===== config.mk =====
export PLATFORM = sky130hd
export DESIGN_NAME = fixed_column_element_card_parser_core
export DESIGN_NICKNAME = d
export VERILOG_FILES = /design/src/rtl/fcp_pkg.sv /design/src/rtl/fcp_scan.sv /design/src/rtl/fcp_result.sv /design/src/rtl/fixed_column_element_card_parser_core.sv
export SDC_FILE = /design/constraint.sdc
export NUM_CORES = 1
export LEC_CHECK = 0
export BUFFER_PORTS_ARGS = -buffer_cell sky130_fd_sc_hd__buf_2
export CAP_MARGIN = 20
export CORE_ASPECT_RATIO = 0.75
export CORE_MARGIN = 3
export CORE_UTILIZATION = 55
export DETAILED_ROUTE_END_ITERATION = 10
export HOLD_SLACK_MARGIN = 0.06
export PLACE_DENSITY_LB_ADDON = 0.15
export SLEW_MARGIN = 30
export SYNTH_ARGS = -nofsm -noshare
export SYNTH_HDL_FRONTEND = slang
export SYNTH_SLANG_ARGS = --single-unit

===== constraint.sdc =====
create_clock -name clk -period 5.5 [get_ports clk]
set_input_delay 0 -clock clk [delete_from_list [all_inputs] [get_ports clk]]
set_output_delay 0 -clock clk [all_outputs]
set_load 0.005 [all_outputs]

===== src/rtl/fcp_pkg.sv =====
`timescale 1ns / 1ps
// ----------------------------------------------------------------------------
// fcp_pkg
// Shared types, constants and helpers for the fixed-column element card
// parser: beat formats, field phase, kind codes and the type-name decoder.
// ----------------------------------------------------------------------------
package fcp_pkg;

	localparam int COLUMN_LIMIT = 127;
	localparam int COL_W        = $clog2(COLUMN_LIMIT + 1);
	localparam int KIND_CHARS   = 6;
	localparam int NUM_FIELDS   = 5;
	localparam int VAL_W        = 28;
	localparam int ACC_W        = VAL_W - 1;

	localparam logic [7:0] CH_SPACE = 8'h20;
	localparam logic [7:0] CH_TAB   = 8'h09;
	localparam logic [7:0] CH_CR    = 8'h0D;
	localparam logic [7:0] CH_PLUS  = 8'h2B;
	localparam logic [7:0] CH_MINUS = 8'h2D;
	localparam logic [7:0] CH_ZERO  = 8'h30;
	localparam logic [7:0] CH_NINE  = 8'h39;

	// index 0 holds column 0
	localparam logic [5:0][7:0] NAME_TRI  = {"3", "A", "I", "R", "T", "C"};
	localparam logic [5:0][7:0] NAME_QUAD = {"4", "D", "A", "U", "Q", "C"};
	localparam logic [4:0][7:0] NAME_BEAM = {"M", "A", "E", "B", "C"};

	localparam logic ST_OK      = 1'b0;
	localparam logic ST_UNKNOWN = 1'b1;

	typedef enum logic [1:0] {
		KIND_TRI  = 2'd0,
		KIND_QUAD = 2'd1,
		KIND_BEAM = 2'd2
	} kind_t;

	typedef enum logic [1:0] {
		PH_SKIP = 2'd0,
		PH_NUM  = 2'd1,
		PH_STOP = 2'd2
	} phase_t;

	typedef struct packed {
		logic [7:0] char_code;
		logic       line_end;
	} char_beat_t;

	typedef struct packed {
		logic                    status;
		logic [1:0]              elem_kind;
		logic signed [VAL_W-1:0] elem_id;
		logic signed [VAL_W-1:0] node_a;
		logic signed [VAL_W-1:0] node_b;
		logic signed [VAL_W-1:0] node_c;
		logic signed [VAL_W-1:0] node_d;
	} card_beat_t;

	// final line contents handed from the scanner to the result stage
	typedef struct packed {
		logic [KIND_CHARS-1:0][7:0]  kind_chars;
		logic [NUM_FIELDS-1:0][VAL_W-1:0] fields;
	} line_t;

	typedef struct packed {
		logic  ok;
		kind_t kind;
	} kind_dec_t;

	function automatic logic is_ws(input logic [7:0] c);
		return (c == CH_SPACE) || (c >= CH_TAB && c <= CH_CR);
	endfunction

	// trimmed compare: six-char names fill all slots, the five-char name
	// sits either left or right with one blank slot beside it
	function automatic kind_dec_t decode_kind(input logic [KIND_CHARS-1:0][7:0] k);
		kind_dec_t d;
		d.ok   = 1'b1;
		d.kind = KIND_TRI;
		if (k == NAME_TRI) begin
			d.kind = KIND_TRI;
		end else if (k == NAME_QUAD) begin
			d.kind = KIND_QUAD;
		end else if ((k[4:0] == NAME_BEAM && is_ws(k[5])) ||
		             (k[5:1] == NAME_BEAM && is_ws(k[0]))) begin
			d.kind = KIND_BEAM;
		end else begin
			d.ok = 1'b0;
		end
		return d;
	endfunction

endpackage


===== src/rtl/fcp_scan.sv =====
`timescale 1ns / 1ps
// ----------------------------------------------------------------------------
// fcp_scan
// Per-character line state: column count, type-name characters, the atoi
// accumulator and the five converted fields. Presents the finished line
// contents combinationally on the beat that ends the line.
// ----------------------------------------------------------------------------
module fcp_scan (
	input  logic                clk,
	input  logic                arst_n,
	input  logic                adv,
	input  fcp_pkg::char_beat_t beat,
	output fcp_pkg::line_t      fin
);

	logic [fcp_pkg::COL_W-1:0]                               col_q;
	logic [fcp_pkg::KIND_CHARS-1:0][7:0]                     kind_q;
	logic [fcp_pkg::ACC_W-1:0]                               acc_q;
	logic                                                    neg_q;
	fcp_pkg::phase_t                                         phase_q;
	logic [fcp_pkg::NUM_FIELDS-1:0][fcp_pkg::VAL_W-1:0]      fv_q;

	logic                                                    in_id, in_node, in_field;
	logic [fcp_pkg::COL_W-1:0]                               node_off;
	logic [2:0]                                              slot;
	logic                                                    fld_start;
	logic [fcp_pkg::ACC_W-1:0]                               acc_b, acc_n;
	logic                                                    neg_b, neg_n;
	fcp_pkg::phase_t                                         ph_b, ph_n;
	logic                                                    take_num, is_digit;
	logic [fcp_pkg::VAL_W-1:0]                               res;
	logic [fcp_pkg::KIND_CHARS-1:0][7:0]                     kind_n;
	logic [fcp_pkg::NUM_FIELDS-1:0][fcp_pkg::VAL_W-1:0]      fv_n;

	assign in_id    = col_q >= fcp_pkg::COL_W'(8) && col_q <= fcp_pkg::COL_W'(15);
	assign in_node  = col_q >= fcp_pkg::COL_W'(24) && col_q <= fcp_pkg::COL_W'(55);
	assign in_field = in_id || in_node;
	assign node_off = col_q - fcp_pkg::COL_W'(24);
	assign slot     = in_id ? 3'd0 : 3'(node_off >> 3) + 3'd1;
	assign fld_start = col_q[2:0] == 3'd0;
	assign is_digit = beat.char_code >= fcp_pkg::CH_ZERO &&
	                  beat.char_code <= fcp_pkg::CH_NINE;

	always_comb begin
		acc_b = fld_start ? '0 : acc_q;
		neg_b = fld_start ? 1'b0 : neg_q;
		ph_b  = fld_start ? fcp_pkg::PH_SKIP : phase_q;
		acc_n = acc_b;
		neg_n = neg_b;
		ph_n  = ph_b;
		take_num = 1'b0;
		if (ph_b == fcp_pkg::PH_SKIP) begin
			if (!fcp_pkg::is_ws(beat.char_code)) begin
				ph_n = fcp_pkg::PH_NUM;
				if (beat.char_code == fcp_pkg::CH_MINUS) begin
					neg_n = 1'b1;
				end else if (beat.char_code != fcp_pkg::CH_PLUS) begin
					take_num = 1'b1;
				end
			end
		end else if (ph_b == fcp_pkg::PH_NUM) begin
			take_num = 1'b1;
		end
		if (take_num) begin
			if (is_digit) begin
				// acc*10 + digit, wraps at accumulator width
				acc_n = fcp_pkg::ACC_W'({acc_b, 3'b000}) +
				        fcp_pkg::ACC_W'({acc_b, 1'b0}) +
				        fcp_pkg::ACC_W'(beat.char_code[3:0]);
			end else begin
				ph_n = fcp_pkg::PH_STOP;
			end
		end
		res = neg_n ? (fcp_pkg::VAL_W'(0) - {1'b0, acc_n}) : {1'b0, acc_n};

		kind_n = kind_q;
		if (col_q < fcp_pkg::COL_W'(fcp_pkg::KIND_CHARS))
			kind_n[col_q[2:0]] = beat.char_code;

		fv_n = fv_q;
		if (in_field && (col_q[2:0] == 3'd7 || beat.line_end))
			fv_n[slot] = res;

		fin.kind_chars = kind_n;
		fin.fields     = fv_n;
	end

	always_ff @(posedge clk or negedge arst_n) begin
		if (!arst_n) begin
			col_q   <= '0;
			kind_q  <= {fcp_pkg::KIND_CHARS{fcp_pkg::CH_SPACE}};
			acc_q   <= '0;
			neg_q   <= 1'b0;
			phase_q <= fcp_pkg::PH_SKIP;
			fv_q    <= '0;
		end else if (adv) begin
			if (beat.line_end) begin
				col_q   <= '0;
				kind_q  <= {fcp_pkg::KIND_CHARS{fcp_pkg::CH_SPACE}};
				acc_q   <= '0;
				neg_q   <= 1'b0;
				phase_q <= fcp_pkg::PH_SKIP;
				fv_q    <= '0;
			end else begin
				if (col_q < fcp_pkg::COL_W'(fcp_pkg::COLUMN_LIMIT))
					col_q <= col_q + fcp_pkg::COL_W'(1);
				kind_q <= kind_n;
				fv_q   <= fv_n;
				if (in_field) begin
					acc_q   <= acc_n;
					neg_q   <= neg_n;
					phase_q <= ph_n;
				end
			end
		end
	end

	a_line_clears: assert property (@(posedge clk) disable iff (!arst_n)
		(adv && beat.line_end) |=> (col_q == '0 && phase_q == fcp_pkg::PH_SKIP &&
		                            fv_q == '0))
		else $error("line state not cleared after line end");

	a_col_limit: assert property (@(posedge clk) disable iff (!arst_n)
		col_q <= fcp_pkg::COL_W'(fcp_pkg::COLUMN_LIMIT))
		else $error("column past limit");

	a_col_step: assert property (@(posedge clk) disable iff (!arst_n)
		(adv && !beat.line_end && col_q < fcp_pkg::COL_W'(fcp_pkg::COLUMN_LIMIT))
		|=> col_q == $past(col_q) + fcp_pkg::COL_W'(1))
		else $error("column did not advance");

endmodule


===== src/rtl/fcp_result.sv =====
`timescale 1ns / 1ps
// ----------------------------------------------------------------------------
// fcp_result
// Type-name decode and result register. Loads one card result when the
// scanner finishes a line; holds it until the downstream side takes it.
// ----------------------------------------------------------------------------
module fcp_result (
	input  logic                clk,
	input  logic                arst_n,
	input  logic                load,
	input  fcp_pkg::line_t      fin,
	input  logic                card_stall,
	output logic                card_valid,
	output fcp_pkg::card_beat_t card_beat,
	output logic                free
);

	logic                valid_q;
	fcp_pkg::card_beat_t beat_q;
	fcp_pkg::card_beat_t beat_d;
	fcp_pkg::kind_dec_t  dec;

	always_comb begin
		dec = fcp_pkg::decode_kind(fin.kind_chars);
		if (dec.ok) begin
			beat_d.status    = fcp_pkg::ST_OK;
			beat_d.elem_kind = dec.kind;
			beat_d.elem_id   = fin.fields[0];
			beat_d.node_a    = fin.fields[1];
			beat_d.node_b    = fin.fields[2];
			beat_d.node_c    = (dec.kind == fcp_pkg::KIND_BEAM) ? '1 : fin.fields[3];
			beat_d.node_d    = (dec.kind == fcp_pkg::KIND_QUAD) ? fin.fields[4] : '1;
		end else begin
			beat_d.status    = fcp_pkg::ST_UNKNOWN;
			beat_d.elem_kind = fcp_pkg::KIND_TRI;
			beat_d.elem_id   = '1;
			beat_d.node_a    = '0;
			beat_d.node_b    = '0;
			beat_d.node_c    = '0;
			beat_d.node_d    = '0;
		end
	end

	assign free       = !valid_q || !card_stall;
	assign card_valid = valid_q;
	assign card_beat  = beat_q;

	always_ff @(posedge clk or negedge arst_n) begin
		if (!arst_n) begin
			valid_q <= 1'b0;
		end else if (load) begin
			valid_q <= 1'b1;
		end else if (!card_stall) begin
			valid_q <= 1'b0;
		end
	end

	always_ff @(posedge clk) begin
		if (load)
			beat_q <= beat_d;
	end

endmodule


===== src/rtl/fixed_column_element_card_parser_core.sv =====
`timescale 1ns / 1ps
// ----------------------------------------------------------------------------
// fixed_column_element_card_parser_core
// Streams a card line one character per beat and returns the decoded
// element type, id and node ids once the line's last char has been folded in.
//
//   channel  dir  handshake              payload
//   char     in   char_valid/char_stall  char_beat (char_code, line_end)
//   card     out  card_valid/card_stall  card_beat (status .. node_d)
//
// One character per cycle sustained while no line end waits; a character
// beat is registered, then folded into the line state (compare, x10 add,
// negate). The output register loads a line's result as its line-ending
// beat is folded in. Only a line-ending beat waits on a full, stalled
// output register; mid-line characters never stall.
// Reset clears the line state to an empty line (blank type, zero fields).
// ----------------------------------------------------------------------------
module fixed_column_element_card_parser_core (
	input  logic                clk,
	input  logic                arst_n,
	input  logic                char_valid,
	output logic                char_stall,
	input  fcp_pkg::char_beat_t char_beat,
	output logic                card_valid,
	input  logic                card_stall,
	output fcp_pkg::card_beat_t card_beat
);

	logic                valid_s1;
	fcp_pkg::char_beat_t beat_s1;
	logic                adv;
	logic                out_free;
	fcp_pkg::line_t      fin;

	assign adv        = valid_s1 && (!beat_s1.line_end || out_free);
	assign char_stall = valid_s1 && !adv;

	always_ff @(posedge clk or negedge arst_n) begin
		if (!arst_n) begin
			valid_s1 <= 1'b0;
		end else if (!char_stall) begin
			valid_s1 <= char_valid;
		end
	end

	always_ff @(posedge clk) begin
		if (!char_stall && char_valid)
			beat_s1 <= char_beat;
	end

	fcp_scan u_scan (
		.clk    (clk),
		.arst_n (arst_n),
		.adv    (adv),
		.beat   (beat_s1),
		.fin    (fin)
	);

	fcp_result u_result (
		.clk        (clk),
		.arst_n     (arst_n),
		.load       (adv && beat_s1.line_end),
		.fin        (fin),
		.card_stall (card_stall),
		.card_valid (card_valid),
		.card_beat  (card_beat),
		.free       (out_free)
	);

	a_end_blocks: assert property (@(posedge clk) disable iff (!arst_n)
		(valid_s1 && beat_s1.line_end && card_valid && card_stall) |-> char_stall)
		else $error("line end overran a held result");

	a_end_emits: assert property (@(posedge clk) disable iff (!arst_n)
		(adv && beat_s1.line_end) |=> card_valid)
		else $error("line end produced no result");

	a_mid_flows: assert property (@(posedge clk) disable iff (!arst_n)
		(valid_s1 && !beat_s1.line_end) |-> !char_stall)
		else $error("mid-line character stalled");

endmodule


Word level (Yosys, flattened, before mapping)
Index checks and enable logic that the tools add are counted.

word-level totals
  bits in registers = 379
  output and inout port bits = 145
  input bits = 13

operators by class
  order comparisons = 18
  reduce and logical (&&, ||, !) cells = 34
  add/sub/neg operators = 6
  equality and inequality tests = 14
  multiplexer cells = 48

operators with widths
  kind                                                                                  number
  140-bit 2-to-1 mux                                                                    2
  143-bit 2-to-1 mux                                                                    1
  140-bit bitwise mux                                                                   1
  27-bit 2-to-1 mux                                                                     5
  28-bit 2-to-1 mux                                                                     4
  48-bit by 46-bit == test with 1-bit output (second input constant)                    2
  48-bit 2-to-1 mux                                                                     2
  28-bit demux with 3-bit select                                                        1
  40-bit by 39-bit == test with 1-bit output (second input constant)                    2
  48-bit bitwise mux                                                                    1
  8-bit by 6-bit == test with 1-bit output (second input constant)                      4
  1-bit by 27-bit subtractor with 28-bit output (first input constant)                  1
  27-bit adder                                                                          1
  27-bit by 4-bit adder with 27-bit output                                              1
  8-bit demux with 3-bit select                                                         1
  8-bit by 4-bit greater-or-equal comparator with 1-bit output (second input constant)  3
  8-bit by 4-bit less-or-equal comparator with 1-bit output (second input constant)     3
  2-bit 2-to-1 mux                                                                      10
  1-bit 2-to-1 mux                                                                      16
  1-bit logical AND                                                                     15
  7-bit 2-to-1 mux                                                                      2
  8-bit by 6-bit greater-or-equal comparator with 1-bit output (second input constant)  1
  8-bit by 6-bit less-or-equal comparator with 1-bit output (second input constant)     1
  1-bit logical OR                                                                      8
  other kinds (23)                                                                      32

Depth between registers and ports, before layout
Gate-level depths: netlist (run 1).

  word-level depth = 17
  gate-level depth with buffers = 25
  mapped depth without buffers = 19

Modules after synthesis
Synthesis (run 1) repeated with hierarchy kept, for this count alone.

unflattened totals
  cell total of the unflattened synthesis = 1996
  area, all modules = 20806.2 um2

modules (own cells, without submodules)
  module                                 instances  area an instance (um2)  seq. area each (um2)  cells each
  fcp_scan                               1          14257.4                 5637.9                1608
  fcp_result                             1          6198.4                  4319.1                370
  fixed_column_element_card_parser_core  1          350.3                   295.3                 18

Worst setup path before layout (run 1)
No wires, ideal clock.

  path kind = reg2reg
  start point = register u_scan.col_q[0] in the netlist's numbering
  end point = register u_result.beat_q, in the netlist u_result.card_beat[51] (data pin)
  arrival time = 5.542 ns
  path slack = -0.316 ns
  data required time = 5.226 ns
  cell stages (with the launch flop) = 25
  clock period less this slack = 5.816 ns
  library setup time = 0.274 ns
  buffers on the path = 5
  path through = dfrtp_1 > clkbuf_1 > inv_1 > ha_1 > nand2b_1 > clkbuf_1 > clkbuf_1 > clkbuf_1 > clkbuf_1 > nand2_1 > xnor2_1 > ha_1 > inv_1 > fa_1 > nand2b_1 > a21o_1 > a311o_1 > a21boi_0 > xor2_1 > nand2b_1 > o31ai_1 > a41oi_1 > xor2_1 > nand2b_1 > a31oi_1

on the way
  longest elaborated chain between the ends = 16
  elaborated cells on any way between the ends = 70
  those cells by class = add/sub (5); order compare (13); eq/ne (9); mux (27); reduce/logical (16)

RTL lines
  what                                                                                                    RTL line          text
  start: declaration                                                                                      fcp_scan.sv:16    logic [fcp_pkg::COL_W-1:0] col_q;
  start signal: assignment                                                                                fcp_scan.sv:106   col_q <= col_q + fcp_pkg::COL_W'(1);
  parallel branches: the longest is 16 deep, another holds 1-bit by 27-bit subtractor with 28-bit output  -
  end signal: assignment                                                                                  fcp_result.sv:60  beat_q <= beat_d;
  end: declaration                                                                                        fcp_result.sv:19  fcp_pkg::card_beat_t beat_q;

Several ways; the timed one is not identified.
A chain may end at the register's enable or synchronous reset.

Worst setup path after layout (run 1)
  start point = register u_scan.col_q[0] in the netlist's numbering
  end point = register u_result.beat_q, in the netlist u_result.card_beat[54] (data pin)

The elaborated chain is that of the path after synthesis.

==> results of run 1 <==
-- cells in the mapped netlist, types with 6 or more instances --
cell type	instances
a211oi_1	11
a21boi_0	95
a21o_1	15
a21oi_1	110
a22o_1	35
a22oi_1	14
a31oi_1	51
a32o_1	23
a41oi_1	8
and2_1	18
and3_1	14
and4_1	7
buf_2	22
clkbuf_1	126
dfrtp_1	221
dfstp_2	6
edfxtp_1	152
ha_1	59
inv_1	51
mux2i_1	21
nand2_1	457
nand2b_1	12
nand3_1	49
nand4_1	18
nor2_1	92
nor2b_1	10
nor3_1	18
nor3b_1	12
nor4_1	11
nor4b_1	6
o211ai_1	15
o21a_1	8
o21ai_0	202
o21ai_1	18
o221ai_1	24
o31ai_1	10
or3_1	8
xnor2_1	23
xor2_1	22
-- area by class of cell --
cell class / instances / area share, %
flip-flops and latches: 379 / 43.5
multi-input cells: 1590 / 40.7
repair buffers: 254 / 6.84
clock buffers: 52 / 4.52
well taps: 496 / 2.63
clock inverters: 20 / 1.01
inverters: 52 / 0.854
diodes: 2 / 0.0212
-- state kept, by name, summed over array words and instances, names as in the netlist --
| name | flops |
|---|---|
| u_result.card_beat | 143 |
| u_scan.fv_q | 140 |
| u_scan.kind_q | 48 |
| u_scan.acc_q | 27 |
| beat_s1 | 9 |
| u_scan.col_q | 7 |
| u_scan.phase_q | 2 |
| u_result.card_valid | 1 |
| u_scan.neg_q | 1 |
| valid_s1 | 1 |
-- cells by family after synthesis --
logic type	after synthesis	synth area share, %
AOI/OAI and AO/OA	692	22.4
and+or+nand+nor	764	16.7
adders and majority gates	60	3.68
muxes	25	1.24
buffers and inverters	207	3.98
xor gates and xnor gates	49	2.23
DFF	379	49.8
-- worst paths after layout --
check / start / to / slack [ps] / cells past startpoint
hold / removal: arst_n / u_scan.kind_q[14] / 70 / 2
setup / recovery: u_scan.col_q[0] / u_result.card_beat[54] / 350 / 19
min in group clk: char_beat[7] / beat_s1[7] / 180 / 2
setup reg to reg: u_scan.col_q[0] / u_result.card_beat[54] / 350 / 19
hold reg to reg: u_scan.fv_q[125] / u_scan.fv_q[125] / 480 / 2
max in group asynchronous: arst_n / u_scan.fv_q[15] / 4170 / 3
-- what timing repair did --
item,4_1_cts,5_1_grt
endpoints found under the hold margin,116,0
endpoints found under the setup margin,0,67
hold buffers,13,0
gates resized for setup,0,9
buffers inserted,0,3
-- power groups by stage --
stage	sequential [mW]	clock, mW	combinational (mW)
CTS	3.43	2.77	0.950
detailed placement	3.48	0	0.938
floorplan	3.45	0	0.668
global placement	3.47	0	0.891
finish	3.44	2.75	0.956
global route	3.47	2.89	1.08
-- metal layers --
metal  GRT usage (%)  vias to the layer above  part of all wire (%)
met5               0                        -                     0
met3            7.62                       98                   9.4
li1                -                     8169                     -
met4            7.42                        0                   2.1
met1            43.7                     8846                    43
met2            47.4                      797                    45
-- stage by stage --
stage,instance area [µm²],cells,util [%]
2_1_floorplan,20600,2176,-
6_report,23600,2845,64.8
4_1_cts,23500,2840,64.6
3_5_place_dp,22100,2755,60.7
3_3_place_gp,22100,2755,60.6
5_1_grt,23600,2843,64.8
==> flow_summary.toml, run 1 <==
[sta]
finalCriticalPeriod_ps = 5150
fmax_ghz = 0.194
rsz0062_at_grt = "false"
clock_skew_ps = 20.5
tns_ps = 0
hold_viol = 0
whs_ps = 67.4
slew_viol_final = 0
maxSlewHeadroom_pct = 31.6
worst_slew_pin_slew_ps = 1020
setup_violations = 0
period_share_pct = 93.6
worst_slack_ps = 352

[synthesis]
synthTopCellsByArea = "dfrtp_1 (27%), edfxtp_1 (22%), nand2_1 (8.3%)"
synth_top_area_share_pct = 26.9
synth_top_flop_cell = "dfrtp_1"
async_flop_share_pct = 59.9
ys_seq_area_share_pct = 49.8
synth.cell_area_um2 = 20600
synth_nets = 2249
synth-edff-count = 152
yosys_warnings = 0
synth.avg_cell_area_um2 = 9.46
synth_top_cell_by_area = "dfrtp_1"
synth_cell_type_count = 91
synthCells = 2176
synth-seq-cells = 379

[critical_path]
slowest_stage = "o41a_1"
startpoint_type = "flip-flop"
criticalPathCategory = "reg2reg"
critical_path_peak_fanout = 29
cp-end-kind = "flip-flop"
cp_common_cell = "ha_1"
worstPathCellList = "inv_1 -> ha_1 -> nand2b_1 -> buf_6 -> and2_1 -> ha_1 -> ha_1 -> and2_4 -> a221oi_4 -> a21oi_1 -> nor3b_2 -> xnor2_1 -> o41a_1 -> a2111oi_4 -> a41oi_1 -> xnor2_2 -> buf_4 -> o21a_1 -> o21ai_1"
critical_path.top_delay_family = "compound AO/OA/AOI/OAI gates"
path_buf_inv = 3
slowest_delay_ps = 490
required_ps = 5790
crit_arrival_ps = 5430

[power]
combPwrFrac_pct = 13.4
p_switching_mw = 1.92
pwr-share-seq_pct = 48.1
switching_share_pct = 26.8
power_density_nw_per_um2 = 303
power_mw = 7.15
clkPwrFrac_pct = 38.5
internal-power_mw = 5.23
ir_drop_uv = 199
power_leakage_nw = 9.82

[route]
vias = 17900
wire_per_inst_um = 21.9
dr.pass1.iters = 6
viasPerCell = 6.30
routed_wirelength_um = 62200
route.detailed.drc = 0
ant_nets = 0
drt_iter0_markers = 2058

[placement]
dp_hpwl_um = 41200
port_buffers = 157
routabilityCongestion = 0.909
detailedPlace.worstSlack_ps = 173

[final_layout]
area_growth_pct = 14.7
drive_gt1_share_pct = 15.3
layout_common_cells = "nand2_1 (456), dfrtp_1 (221), o21ai_0 (200)"
final_common_cell = "nand2_1"
nets = 2389
multiInputGateArea_um2 = 9600
fillers = 2899
register_area_um2 = 10300

[clock_tree]
clk_path_buf_depth = 3
clock-sinks = 379
cts_buffers = 39
cts_root_buf = "clkbuf_16"
clk_pin_slew_ps = 60
cts_max_level = 2
insertion_delay_ps = 550
cts_tree = "built"

[die]
die_area_um2 = 39800
coreArea_um2 = 36400
die_w_um = 229
io_pins = 158
dieHeight_um = 174
initial_utilization_pct = 56.5
num_rows = 60

[global_routing]
grt_pass1_wl_um = 97700
grt_pass1_vias = 17200
antenna_found_initial = 2
grt_overflow = 0
grt_max_degree = 132
grt_usage_pct = 30.6

[job]
max_cap_viol_count = 0

[outcome]
outcome = "finished clean"

[min_path]
min_path_type = "in2async"
Note: power is estimated with default switching activity, not from simulation.
==> inputs of run 2 (changes only) <==
--- a/config.mk
+++ b/config.mk
@@ -7,5 +7,5 @@
 export LEC_CHECK = 0
 export BUFFER_PORTS_ARGS = -buffer_cell sky130_fd_sc_hd__buf_2
-export CAP_MARGIN = 20
+export CAP_MARGIN = 30
 export CORE_ASPECT_RATIO = 0.75
 export CORE_MARGIN = 3
==> constraint.sdc (replaced) <==
create_clock -name clk -period 5.5 [get_ports clk]
set_input_delay 0.55 -clock clk [delete_from_list [all_inputs] [get_ports clk]]
set_output_delay 0.55 -clock clk [all_outputs]
set_load 0.005 [all_outputs]
==> flow_summary.toml, run 2 (same netlist as run 1, synthesis figures left out) <==
[outcome]
outcome = "finished clean"

[die]
die_w_um = 229
die_area_um2 = 39800
dieHeight_um = 174
initial_utilization_pct = 56.5
coreArea_um2 = 36400
io_pins = 158
num_rows = 60

[sta]
setup_violations = 0
period_share_pct = 94.4
slew_viol_final = 0
maxSlewHeadroom_pct = 33.6
rsz0062_at_grt = "false"
whs_ps = 183
finalCriticalPeriod_ps = 5190
hold_viol = 0
worst_slew_pin_slew_ps = 992
clock_skew_ps = 19.5
fmax_ghz = 0.193
tns_ps = 0

[placement]
dp_hpwl_um = 41500
routabilityCongestion = 0.900
placed_cells = 2758
placed_cell_area_um2 = 22100
port_buffers = 157

[global_routing]
grt_max_degree = 118
antenna_found_initial = 2
grt_pass1_wl_um = 98200
grt_pass1_vias = 17300
grt_usage_pct = 30.7
grt_overflow = 0

[final_layout]
instances_no_fill = 2833
fillers = 2945
area_growth_pct = 14.2
nets = 2381
largest_reg_flops = 143
diodes = 0
final_common_cell = "nand2_1"
drive_gt1_share_pct = 15.5
multiInputGateArea_um2 = 9580
register_area_um2 = 10300
layout_common_cells = "nand2_1 (456), dfrtp_1 (221), o21ai_0 (200)"
design_area_um2 = 23500

[clock_tree]
clk_pin_slew_ps = 60
cts_root_buf = "clkbuf_16"
cts_tree = "built"
insertion_delay_ps = 540
cts_buffers = 39
cts_max_level = 2
clk_path_buf_depth = 3
clock-sinks = 379

[min_path]
min_path_type = "in2reg"

[power]
ir_drop_uv = 214
power_mw = 7.14
power_leakage_nw = 9.80
power_density_nw_per_um2 = 304

[critical_path]
slowest_delay_ps = 550
startpoint_type = "flip-flop"
worstPathCellList = "inv_1 -> ha_1 -> nand2b_1 -> buf_4 -> nand2_1 -> inv_1 -> ha_1 -> inv_1 -> fa_1 -> nor2b_1 -> o2111ai_1 -> nor4b_1 -> o21ai_0 -> or3_1 -> nor4_4 -> and3_1 -> a41oi_1 -> xor2_1 -> buf_4 -> or2_0 -> a31oi_1"
crit_arrival_ps = 5570
cp-end-kind = "flip-flop"
criticalPathCategory = "reg2reg"
cp_common_cell = "inv_1"
critical_path_peak_fanout = 29
required_ps = 5880
slowest_stage = "fa_1"

[route]
vias = 18000
route.detailed.drc = 0
drt_iter0_markers = 2117
ant_nets = 0
dr.pass1.iters = 6
viasPerCell = 6.34
wire_per_inst_um = 21.9
routed_wirelength_um = 62100

[job]
max_cap_viol_count = 0
## run 2: changes by cell type in the layout (fill, tap and decap cells not counted), sizes merged
cell / before / now
dlygate4sd3: 13 / 1
buf: 241 / 245
diode: 2 / 0
bufinv: 5 / 4
clkinv: 14 / 15
clkinvlp: 1 / 0
inv: 52 / 51
## run 2: per-layer routing
metal	GRT usage (%)	vias to the layer above	wire length (µm)
li1	-	8153	-
met1	44.5	8851	26800
met2	46.9	851	27900
met3	6.26	109	5710
met4	9.38	0	1690
met5	0	-	0
## run 2: metrics by stage
stage | setup slack [ps] | utilization [%]
floorplan | 55.8 | -
global placement | 258 | 60.6
detailed placement | 154 | 60.7
CTS | 109 | 64.3
global route | 15.1 | 64.5
finish | 308 | 64.5
## run 2: where the power goes
part,leakage [nW],internal (mW),switching (mW)
sequential,4.40,3.26,0.177
clock,0.659,1.63,1.12
combinational,4.75,0.361,0.597
total,9.80,5.25,1.89
## run 2: final timing paths
path	from	end	slack [ps]	cells after the start
worst max-delay path	u_scan.col_q[0]	u_result.card_beat[23]	310	21
worst min-delay path	char_beat[8]	beat_s1[8]	180	1
worst max register to register	u_scan.col_q[0]	u_result.card_beat[23]	310	21
worst min register to register	u_scan.kind_q[29]	u_scan.kind_q[29]	480	2
max in group asynchronous	arst_n	u_scan.fv_q[10]	4080	3
min in group asynchronous	arst_n	u_scan.kind_q[11]	450	2
## run 2: final cells by class
type / count / share of cell area, %
inverter: 52 / 0.857
multi-input combinational: 1590 / 40.8
clock buffer: 52 / 4.80
sequential: 379 / 43.6
tap: 496 / 2.64
timing repair buffer: 246 / 6.50
clock inverter: 18 / 0.809
## run 2: repair_timing
| action | 4_1_cts | 5_1_grt |
|---|---|---|
| gates resized for setup | 0 | 7 |
| setup buffers | 0 | 3 |
| endpoints found under the setup margin | 0 | 62 |
| hold buffers | 0 | 1 |
| endpoints found under the hold margin | 0 | 23 |
## run 2: worst max-delay path: cells and delay by family (launching register included)
kind | cells | cell delay [ps]
flops | 1 | 380
simple gates | 8 | 2070
fa+ha+maj | 3 | 1020
compound gates | 4 | 680
buf+inv | 5 | 650
xor+xnor | 1 | 190
==> inputs of run 3 (changes only) <==
Settings changed: CORE_MARGIN 3 to 1.5.
==> flow_summary.toml, run 3 (same netlist as run 1, synthesis figures left out) <==
[placement]
detailedPlace.worstSlack_ps = 207
port_buffers = 157
routabilityCongestion = 0.910
dp_hpwl_um = 41000

[critical_path]
criticalPathCategory = "reg2reg"
slowest_stage = "nor4b_1"
timing.rr.end = "u_result.card_beat[82]"
slowest_delay_ps = 470
worstRegToRegCells = 18
critical_path_peak_fanout = 30
crit_arrival_ps = 5700
cp-end-kind = "flip-flop"
startpoint_type = "flip-flop"
ff2ff_setup_slack_ps = 160
r2r-start = "u_scan.col_q[0]"
worstPathCellList = "inv_1 -> ha_1 -> nand2b_1 -> buf_12 -> and2_1 -> ha_1 -> ha_1 -> and2_4 -> a221oi_4 -> a21oi_1 -> nor4b_1 -> o21bai_1 -> mux2i_1 -> nor4_1 -> buf_4 -> nand3_1 -> or3_1 -> a31oi_1"
path_depth = 18
path_buf_inv = 3
required_ps = 5850
startpoint = "u_scan.col_q[0]"
cp_common_cell = "ha_1"
crit_end = "u_result.card_beat[82]"
critical_path.top_delay_family = "simple AND/OR/NAND/NOR gates"

[die]
coreArea_um2 = 36900
die_w_um = 226
initial_utilization_pct = 55.7
dieHeight_um = 171
io_pins = 158
die_area_um2 = 38600
num_rows = 61

[global_routing]
grt_pass1_wl_um = 96400
antenna_found_initial = 1
busiest_layer = "met1"
grt_util_met2_pct = 47.4
grt_max_degree = 128
grt_overflow = 0
grt_usage_pct = 32.2
grt_pass1_vias = 16700
grt_util_met3_pct = 6.17
met1_usage_pct = 48.5

[sta]
setup_violations = 0
slew_viol_final = 0
whs_ps = 30.0
period_share_pct = 97.2
tns_ps = 0
finalCriticalPeriod_ps = 5340
worst_slew_pin_slew_ps = 951
hold_viol = 0
clock_skew_ps = 14.7
maxSlewHeadroom_pct = 36.4
fmax_ghz = 0.187
worst_slack_ps = 155

[power]
power_density_nw_per_um2 = 302
power_mw = 7.05
power_leakage_nw = 9.72
ir_drop_uv = 226

[min_path]
min_path_type = "in2async"

[clock_tree]
clk_pin_slew_ps = 60
clk_path_buf_depth = 3
cts_max_level = 2
cts_root_buf = "clkbuf_16"
clock-sinks = 379
post_cts_hold_buffer_count = 0
cts_tree = "built"
insertion_delay_ps = 560
cts_buffers = 39

[final_layout]
nets = 2375
diodes = 0
layout_common_cells = "nand2_1 (456), dfrtp_1 (221), o21ai_0 (200)"
drive_gt1_share_pct = 15.0
area_growth_pct = 13.7
final_common_cell = "nand2_1"
largest_reg_flops = 143

[job]
max_cap_viol_count = 0

[route]
vias = 18000
drt_iter0_markers = 2381
route.detailed.drc = 0
wire_per_inst_um = 21.8
routed_wirelength_um = 61900
dr.pass1.iters = 6
ant_nets = 0
viasPerCell = 6.36

[outcome]
outcome = "finished clean"
[run 3: how the worst min path moves through the flow]
stage | startpoint | depth (start not counted) | slack [ps] | end
finish | arst_n | 1 | 30 | u_scan.kind_q[14]
global placement | u_scan.kind_q[29] | 2 | 460 | u_scan.kind_q[29]
global route | arst_n | 1 | 110 | u_scan.kind_q[14]
floorplan | arst_n | 0 | 250 | u_result.card_valid
detailed placement | u_scan.fv_q[125] | 2 | 460 | u_scan.fv_q[125]
CTS | arst_n | 1 | 90 | u_scan.kind_q[7]
[run 3: power by group]
group          switching (mW)  internal (mW)
Sequential              0.182           3.26
Combinational           0.593          0.363
Clock                    1.13           1.52
Total                    1.91           5.15
[run 3: per-layer routing]
layer  vias to the layer above  part of all wire [%]
met4                         0                   2.6
met3                       109                   9.7
met5                         -                     0
met1                      8854                    44
met2                       921                    44
li1                       8148                     -
[run 3: timing repair]
action | CTS | global route
gates resized for setup | 0 | 9
setup buffers | 0 | 4
endpoints found under the setup margin | 0 | 91
[run 3: metrics by stage]
stage               cell area [µm²]  cells  util, %
finish                        23400   2836     63.3
global route                  23400   2836     63.3
floorplan                     20600   2176        -
CTS                           23300   2832     63.1
detailed placement            22100   2761     59.8
global placement              22100   2761     59.7
[run 3: layout make-up]
class                      count  area, µm²
sequential                   379      10300
timing repair buffer         240       1480
clock buffer                  55       1090
clock inverter                16        161
multi-input combinational   1590       9580
fill                        3149      13600
tap                          504        631
inverter                      52        201
